$ cat src/hw/rtl/swcp_pkg.sv
package swcp_pkg;

	localparam int unsigned BYTE_W  = 8;
	localparam int unsigned WORD_W  = 16;
	localparam int unsigned CMD_W   = 2;
	localparam int unsigned CIDX_W  = 2;
	localparam int unsigned CNT_W   = 2;
	localparam int unsigned PAY_W   = 4 * BYTE_W;
	localparam int unsigned TDATA_W = 64;

	localparam logic [WORD_W-1:0] SERVO_WORD_RST  = 16'h00ff;
	localparam logic [WORD_W-1:0] BRIGHT_WORD_RST = 16'h00fe;
	localparam logic [WORD_W-1:0] LED_WORD_RST    = 16'h00fd;
	localparam logic [WORD_W-1:0] CMD_WORD_RST    = 16'hffff;

	localparam logic [CIDX_W-1:0] REG_SERVO_WORD  = 2'd0;
	localparam logic [CIDX_W-1:0] REG_BRIGHT_WORD = 2'd1;
	localparam logic [CIDX_W-1:0] REG_LED_WORD    = 2'd2;

	localparam logic [2:0] NEED_SERVO  = 3'd4;
	localparam logic [2:0] NEED_BRIGHT = 3'd1;
	localparam logic [2:0] NEED_LED    = 3'd3;

	typedef enum logic [CMD_W-1:0] {
		CMD_SERVO  = 2'd0,
		CMD_BRIGHT = 2'd1,
		CMD_LED    = 2'd2
	} cmd_t;

	typedef struct packed {
		logic [WORD_W-1:0] servo_word;
		logic [WORD_W-1:0] brightness_word;
		logic [WORD_W-1:0] led_word;
	} cfg_words_t;

	typedef struct packed {
		cmd_t              command;
		logic [WORD_W-1:0] servo_first;
		logic [WORD_W-1:0] servo_second;
		logic [BYTE_W-1:0] brightness;
		logic [BYTE_W-1:0] red;
		logic [BYTE_W-1:0] green;
		logic [BYTE_W-1:0] blue;
	} res_t;

	typedef struct packed {
		logic valid;
		logic slot_free;
	} flow_t;

endpackage

$ cat src/hw/rtl/sync_word_command_parser.sv
// Channel    Direction  Payload
// s_axis     in         tdata[7:0] rx_byte
// m_axis     out        tdata[63:0] results, tuser[1:0] command
// cfg        in         cfg_index[1:0] register, cfg_data[15:0] value
//
// One byte per cycle unless m_axis stalls; the last byte goes through the input register
// and then the result register; throughput is set by the single input register feeding it.
// Reset loads the default command words and hunts for a fresh word.
// A stalled m_axis holds the result; the input register takes at most one more byte,
// then s_axis stalls until the result is taken. cfg_ready drops while a result waits.
module sync_word_command_parser
	import swcp_pkg::*;
(
	input  logic               clk,
	input  logic               arst_n,
	input  logic               s_axis_tvalid,
	output logic               s_axis_tready,
	input  logic [BYTE_W-1:0]  s_axis_tdata,  // [7:0] rx_byte
	output logic               m_axis_tvalid,
	input  logic               m_axis_tready,
	// [15:0] servo_first, [31:16] servo_second, [39:32] brightness,
	// [47:40] red, [55:48] green, [63:56] blue
	output logic [TDATA_W-1:0] m_axis_tdata,
	output logic [CMD_W-1:0]   m_axis_tuser,  // [1:0] command
	input  logic               cfg_valid,
	output logic               cfg_ready,
	input  logic [CIDX_W-1:0]  cfg_index,
	input  logic [WORD_W-1:0]  cfg_data
);

	flow_t             flow;
	logic              advance;
	logic [BYTE_W-1:0] byte_s1;
	logic              res_valid;
	res_t              res;

	assign cfg_ready = !flow.valid;

	swcp_in_stage u_in (
		.clk           (clk),
		.arst_n        (arst_n),
		.s_axis_tvalid (s_axis_tvalid),
		.s_axis_tready (s_axis_tready),
		.s_axis_tdata  (s_axis_tdata),
		.slot_free     (flow.slot_free),
		.advance       (advance),
		.byte_s1       (byte_s1)
	);

	swcp_core u_core (
		.clk       (clk),
		.arst_n    (arst_n),
		.cfg_valid (cfg_valid && cfg_ready),
		.cfg_index (cfg_index),
		.cfg_data  (cfg_data),
		.advance   (advance),
		.byte_s1   (byte_s1),
		.res_valid (res_valid),
		.res       (res)
	);

	swcp_out_reg u_out (
		.clk           (clk),
		.arst_n        (arst_n),
		.advance       (advance),
		.res_valid     (res_valid),
		.res           (res),
		.flow          (flow),
		.m_axis_tvalid (m_axis_tvalid),
		.m_axis_tready (m_axis_tready),
		.m_axis_tdata  (m_axis_tdata),
		.m_axis_tuser  (m_axis_tuser)
	);

endmodule

$ cat src/hw/rtl/swcp_in_stage.sv
module swcp_in_stage
	import swcp_pkg::*;
(
	input  logic              clk,
	input  logic              arst_n,
	input  logic              s_axis_tvalid,
	output logic              s_axis_tready,
	input  logic [BYTE_W-1:0] s_axis_tdata,
	input  logic              slot_free,
	output logic              advance,
	output logic [BYTE_W-1:0] byte_s1
);

	logic valid_s1;

	assign advance       = valid_s1 && slot_free;
	assign s_axis_tready = !valid_s1 || slot_free;

	always_ff @(posedge clk or negedge arst_n) begin
		if (!arst_n) begin
			valid_s1 <= 1'b0;
		end else if (s_axis_tvalid && s_axis_tready) begin
			valid_s1 <= 1'b1;
		end else if (advance) begin
			valid_s1 <= 1'b0;
		end
	end

	always_ff @(posedge clk) begin
		if (s_axis_tvalid && s_axis_tready) begin
			byte_s1 <= s_axis_tdata;
		end
	end

endmodule

$ cat src/hw/rtl/swcp_core.sv
module swcp_core
	import swcp_pkg::*;
(
	input  logic              clk,
	input  logic              arst_n,
	input  logic              cfg_valid,
	input  logic [CIDX_W-1:0] cfg_index,
	input  logic [WORD_W-1:0] cfg_data,
	input  logic              advance,
	input  logic [BYTE_W-1:0] byte_s1,
	output logic              res_valid,
	output res_t              res
);

	typedef enum logic [1:0] {
		PH_HIGH = 2'd0,
		PH_LOW  = 2'd1,
		PH_PAY  = 2'd2
	} phase_t;

	cfg_words_t        words_q;
	phase_t            phase_q, phase_d;
	logic [WORD_W-1:0] cmd_word_q, cmd_word_d;
	logic [CNT_W-1:0]  count_q, count_d;
	logic [PAY_W-1:0]  pay_q, pay_d;
	logic [PAY_W-1:0]  merged;
	logic [2:0]        cnt_inc;
	logic [2:0]        need;
	logic              known;
	cmd_t              kind;

	always_ff @(posedge clk or negedge arst_n) begin
		if (!arst_n) begin
			words_q.servo_word      <= SERVO_WORD_RST;
			words_q.brightness_word <= BRIGHT_WORD_RST;
			words_q.led_word        <= LED_WORD_RST;
		end else if (cfg_valid) begin
			unique case (cfg_index)
				REG_SERVO_WORD:  words_q.servo_word      <= cfg_data;
				REG_BRIGHT_WORD: words_q.brightness_word <= cfg_data;
				REG_LED_WORD:    words_q.led_word        <= cfg_data;
				default: ;
			endcase
		end
	end

	assign merged  = pay_q | (PAY_W'(byte_s1) << {count_q, 3'b000});
	assign cnt_inc = {1'b0, count_q} + 3'd1;

	always_comb begin
		priority if (cmd_word_q == words_q.servo_word) begin
			known = 1'b1;
			kind  = CMD_SERVO;
			need  = NEED_SERVO;
		end else if (cmd_word_q == words_q.brightness_word) begin
			known = 1'b1;
			kind  = CMD_BRIGHT;
			need  = NEED_BRIGHT;
		end else if (cmd_word_q == words_q.led_word) begin
			known = 1'b1;
			kind  = CMD_LED;
			need  = NEED_LED;
		end else begin
			known = 1'b0;
			kind  = CMD_SERVO;
			need  = NEED_SERVO;
		end
	end

	always_comb begin
		phase_d    = phase_q;
		cmd_word_d = cmd_word_q;
		count_d    = count_q;
		pay_d      = pay_q;
		res_valid  = 1'b0;
		res        = '0;
		res.command = kind;
		unique case (phase_q)
			PH_LOW: begin
				cmd_word_d = {cmd_word_q[WORD_W-1:BYTE_W], byte_s1};
				phase_d    = PH_PAY;
				count_d    = '0;
				pay_d      = '0;
			end
			PH_PAY: begin
				if (!known) begin
					phase_d = PH_HIGH;
					count_d = '0;
					pay_d   = '0;
				end else if (cnt_inc >= need) begin
					res_valid = 1'b1;
					phase_d   = PH_HIGH;
					count_d   = '0;
					pay_d     = '0;
					unique case (kind)
						CMD_SERVO: begin
							res.servo_first  = merged[WORD_W-1:0];
							res.servo_second = merged[2*WORD_W-1:WORD_W];
						end
						CMD_BRIGHT: begin
							res.brightness = merged[BYTE_W-1:0];
						end
						default: begin
							res.red   = merged[BYTE_W-1:0];
							res.green = merged[2*BYTE_W-1:BYTE_W];
							res.blue  = merged[3*BYTE_W-1:2*BYTE_W];
						end
					endcase
				end else begin
					count_d = cnt_inc[CNT_W-1:0];
					pay_d   = merged;
				end
			end
			default: begin
				cmd_word_d = {byte_s1, {BYTE_W{1'b0}}};
				phase_d    = PH_LOW;
			end
		endcase
	end

	always_ff @(posedge clk or negedge arst_n) begin
		if (!arst_n) begin
			phase_q    <= PH_HIGH;
			cmd_word_q <= CMD_WORD_RST;
			count_q    <= '0;
			pay_q      <= '0;
		end else if (advance) begin
			phase_q    <= phase_d;
			cmd_word_q <= cmd_word_d;
			count_q    <= count_d;
			pay_q      <= pay_d;
		end
	end

endmodule

$ cat src/hw/rtl/swcp_out_reg.sv
module swcp_out_reg
	import swcp_pkg::*;
(
	input  logic               clk,
	input  logic               arst_n,
	input  logic               advance,
	input  logic               res_valid,
	input  res_t               res,
	output flow_t              flow,
	output logic               m_axis_tvalid,
	input  logic               m_axis_tready,
	output logic [TDATA_W-1:0] m_axis_tdata,
	output logic [CMD_W-1:0]   m_axis_tuser
);

	logic out_valid_q;
	res_t res_q;

	assign flow.valid     = out_valid_q;
	assign flow.slot_free = !out_valid_q || m_axis_tready;

	assign m_axis_tvalid = out_valid_q;
	assign m_axis_tuser  = res_q.command;
	assign m_axis_tdata  = {res_q.blue, res_q.green, res_q.red, res_q.brightness,
		res_q.servo_second, res_q.servo_first};

	always_ff @(posedge clk or negedge arst_n) begin
		if (!arst_n) begin
			out_valid_q <= 1'b0;
		end else if (advance && res_valid) begin
			out_valid_q <= 1'b1;
		end else if (m_axis_tready) begin
			out_valid_q <= 1'b0;
		end
	end

	always_ff @(posedge clk) begin
		if (advance && res_valid) begin
			res_q <= res;
		end
	end

endmodule
$ cat config.mk
export PLATFORM = sky130hd
export DESIGN_NAME = sync_word_command_parser
export DESIGN_NICKNAME = d
export VERILOG_FILES = /design/src/hw/rtl/swcp_pkg.sv /design/src/hw/rtl/sync_word_command_parser.sv /design/src/hw/rtl/swcp_in_stage.sv /design/src/hw/rtl/swcp_core.sv /design/src/hw/rtl/swcp_out_reg.sv
export SDC_FILE = /design/constraint.sdc
export NUM_CORES = 1
export LEC_CHECK = 0
export ABC_AREA = 1
export BUFFER_PORTS_ARGS = -buffer_cell sky130_fd_sc_hd__buf_2
export CELL_PAD_IN_SITES_DETAIL_PLACEMENT = 0
export CELL_PAD_IN_SITES_GLOBAL_PLACEMENT = 2
export CORE_UTILIZATION = 30
export DETAILED_ROUTE_END_ITERATION = 10
export PLACE_DENSITY = 0.7
export SYNTH_ARGS = -nofsm -noshare
export SYNTH_HDL_FRONTEND = slang
export SYNTH_HIERARCHICAL = 1
export SYNTH_SLANG_ARGS = --single-unit
$ cat constraint.sdc
create_clock -name clk -period 5.65 [get_ports clk]
set_input_delay 0.565 -clock clk [delete_from_list [all_inputs] [get_ports clk]]
set_output_delay 0.565 -clock clk [all_outputs]
set_load 0.02 [all_outputs]
==> run_results.csv <==
group,metric,value,unit
drt,vias,5899,
yosys,yosysUniqueCellTypes,32,
yosys,yosys_warnings,6,
run_status,violations,"design-rule violations",
setup_path,critPathSlowestCell,"dfstp_2",
power_and_ir_drop,powerDensity,366,nW/µm²
clock_network,cts_setup_buffers,0,
run_status,outcome,"finished, violations left",
setup_path,path_cells,"inv_2 -> nand2_1 -> nand2_1 -> nor2_1 -> nand3_1 -> nor2_2 -> nand2_1 -> a21boi_0 -> ha_1 -> nand2_1 -> o211ai_1 -> nand2_2 -> inv_1 -> nand2_1 -> inv_1 -> nand2_1 -> inv_2 -> buf_4",
drt,ant_nets,0,
drt,dr.pass1.iters,9,
setup_path,rr_worst_depth,18,
global_routing,grt_max_degree,57,
drt,wl_per_cell,14.9,µm
drt,drt_iter0_markers,338,
power_and_ir_drop,leakage,4.24,nW
global_routing,grt_pass1_wl,32700,µm
timing,drv_slew,0,
clock_network,htreeDepth,4,
setup_path,arrival,4.20,ns
power_and_ir_drop,p_clk_share,34.0,%
yosys,syn_inst,891,
floorplanning,rows,59,
setup_path,required,5.73,ns
power_and_ir_drop,peakVddDrop,0.164,mV
floorplanning,die_h,166,µm
timing,hold_viol,0,
timing,finalSetupTns,0,ns
power_and_ir_drop,intPower,2.33,mW
timing,clock_skew,0.0117,ns
cells_and_area,n_antenna_cell,0,
floorplanning,initial_core_util,30.7,%
cells_and_area,drive_gt1_share,24.1,%
yosys,synth_area,8040,µm²
cells_and_area,synthToLayoutAreaGrowth,17.0,%
setup_path,r2r-end,"u_out/m_axis_tdata[10]",
yosys,syn_nets,928,
clock_network,numCtsBuffers,17,
setup_path,startpoint_type,"register",
drt,drc_errors,15,
power_and_ir_drop,switching_share,32.4,%
power_and_ir_drop,switching_power,1.12,mW
place,portBuffers,99,
place,dp_slack,1.50,ns
clock_network,cts_tree,"done",
clock_network,cts.path.max_buffers,2,
global_routing,antenna_found_initial,0,
flow_run,drv_cap,0,
power_and_ir_drop,p_seq_share,47.1,%
setup_path,crit_path_end_kind,"register",
setup_path,worstSetupPathType,"reg2reg",
setup_path,cp_slowest_stage_delay,0.57,ns
setup_path,cp_common_cell,"nand2_1",
floorplanning,dieWidth,166,µm
hold_path,hold_path_class,"in2async",
clock_network,clkTransAtPathRegs,0.07,ns
cells_and_area,nNetsFinal,1019,
floorplanning,io_pins,100,
place,hpwlAfterDp,13000,µm
timing,fmax,243,MHz
setup_path,timing.rr.start,"u_core/cmd_word_q[12]",
yosys,syn_avg_cell_area,9.03,µm²
setup_path,r2r_setup_slack,1.53,ns
timing,timing.final.ws_setup,1.53,ns
timing,setup_viol,0,
global_routing,grt_pass1_vias,5979,
timing,finalCriticalPeriod,4.12,ns
clock_network,clock-root-buffer,"clkbuf_16",
timing,tightestPinTransition,1.02,ns
yosys,ys_seq_elements,176,
yosys,yosysSeqAreaShare,60.0,%
timing,rsz0062_at_grt,"false",
clock_network,cts_hold_buf,0,
timing,slew-limit-headroom,32.0,%
global_routing,grt.overflow.total,0,
setup_path,critPathBufInv,5,
place,place.gp.congestion,0.709,
setup_path,cp_max_fo,35,
power_and_ir_drop,power,3.45,mW
power_and_ir_drop,comb_power_share,18.9,%
drt,vias_per_cell,4.44,
floorplanning,coreArea,26200,µm²
floorplanning,dieArea,27500,µm²
clock_network,cts-resized-gates,0,
setup_path,crit_family,"buffers and inverters",
clock_network,clock_sinks,176,
drt,totalWireLength,19800,µm
clock_network,clock_latency,0.44,ns
timing,min_period_over_period,72.9,%
global_routing,globalRouteTotalUtil,15.4,%
cell type report:
class / count / area [µm²]
repair buffers: 106 / 551
clock buffers: 18 / 429
clock inverters: 14 / 143
inverters: 140 / 526
flip-flops and latches: 176 / 4820
fillers: 2716 / 16800
multi-input cells: 541 / 2520
well taps: 335 / 419
stage by stage:
stage	cells	util [%]	cell area [µm²]	hold WS [ns]
floorplan	891	-	8040	0.269
global placement	1298	33.7	8840	0.469
detailed placement	1298	33.7	8840	0.476
CTS	1330	35.9	9410	0.207
global route	1330	35.9	9410	0.239
finish	1330	35.9	9410	0.191
flip-flops by register name (all words and copies together), names as in the netlist:
name / count
u_out/m_axis_tuser: 2
u_core/phase_q: 2
u_core/cmd_word_q: 16
u_in/byte_s1: 8
u_core/words_q: 48
u_in/valid_s1: 1
u_core/pay_q: 32
u_out/m_axis_tvalid: 1
u_core/count_q: 2
u_out/m_axis_tdata: 64
power by group through the flow:
stage | sequential [mW] | combinational (mW) | clock, mW
after global routing | 1.64 | 0.766 | 1.26
after detailed placement | 1.65 | 0.663 | 0
after CTS | 1.62 | 0.667 | 1.21
after floorplan | 1.61 | 0.485 | 0
final | 1.62 | 0.651 | 1.17
after global placement | 1.65 | 0.668 | 0
cell usage after synthesis:
| cell | instances | area share, % |
|---|---|---|
| a21boi_0 | 1 | 0.093 |
| a21oi_1 | 10 | 0.62 |
| a21oi_2 | 7 | 0.76 |
| a31oi_1 | 7 | 0.54 |
| buf_2 | 8 | 0.50 |
| buf_4 | 1 | 0.093 |
| buf_6 | 4 | 0.56 |
| buf_8 | 1 | 0.19 |
| clkbuf_1 | 20 | 0.93 |
| clkinv_1 | 1 | 0.047 |
| dfrtp_1 | 64 | 20 |
| dfstp_2 | 38 | 12 |
| edfxtp_1 | 74 | 28 |
| ha_1 | 6 | 0.93 |
| inv_1 | 121 | 5.6 |
| inv_2 | 18 | 0.84 |
| nand2_1 | 245 | 11 |
| nand2_2 | 3 | 0.23 |
| nand2_4 | 2 | 0.28 |
| nand3_1 | 39 | 2.4 |
| nand3_2 | 2 | 0.25 |
| nor2_1 | 73 | 3.4 |
| nor2_2 | 23 | 1.8 |
| nor3_1 | 8 | 0.50 |
| o211ai_1 | 1 | 0.093 |
| o21ai_0 | 77 | 4.8 |
| o21ai_1 | 3 | 0.19 |
| o21ai_2 | 2 | 0.22 |
| o22ai_1 | 19 | 1.5 |
| or2_2 | 7 | 0.54 |
| xnor2_1 | 2 | 0.22 |
| xor2_1 | 4 | 0.44 |
placed cells by master (no fill, tap or decap), drive strengths merged, types with 2 or more instances in the layout:
cell / synthesis / final
nand2: 250 / 250
inv: 139 / 149
buf: 14 / 106
nor2: 96 / 96
o21ai: 82 / 82
edfxtp: 74 / 74
dfrtp: 64 / 64
nand3: 41 / 41
dfstp: 38 / 38
o22ai: 19 / 19
clkbuf: 20 / 18
a21oi: 17 / 17
nor3: 8 / 8
a31oi: 7 / 7
or2: 7 / 7
ha: 6 / 6
xor2: 4 / 4
clkinv: 1 / 4
xnor2: 2 / 2
worst max-delay path by stage:
stage	start	end	slack, ns	depth (start not counted)
after floorplan	u_core/cmd_word_q[8]	u_out/m_axis_tdata[0]	1.69	17
after global placement	u_core/cmd_word_q[12]	u_out/m_axis_tdata[23]	1.58	18
after detailed placement	u_core/cmd_word_q[12]	u_out/m_axis_tdata[28]	1.50	18
after CTS	u_core/cmd_word_q[12]	u_out/m_axis_tdata[14]	1.49	18
after global routing	u_core/cmd_word_q[4]	u_out/m_axis_tdata[54]	1.12	18
final	u_core/cmd_word_q[12]	u_out/m_axis_tdata[10]	1.53	18
kinds of logic (layout without fill, tap and decap cells):
kind of cell	after synthesis	after routing	share of synthesized area (%)
and+or+nand+nor	402	402	20.9
buffers and inverters	174	278	8.81
AOI/OAI and AO/OA	127	127	8.79
xor gates and xnor gates	6	6	0.653
DFF	176	176	60.0
adders and majority gates	6	6	0.933
layer usage:
metal	routed length [µm]	track usage (%)	part of all wire, %	vias up
li1	-	-	-	3009
met1	9710	21.0	49	2766
met2	9120	25.0	46	105
met3	686	2.86	3.5	19
met4	317	4.75	1.6	0
met5	0	0	0	-
No activity file was read; power rests on OpenSTA's default activity.
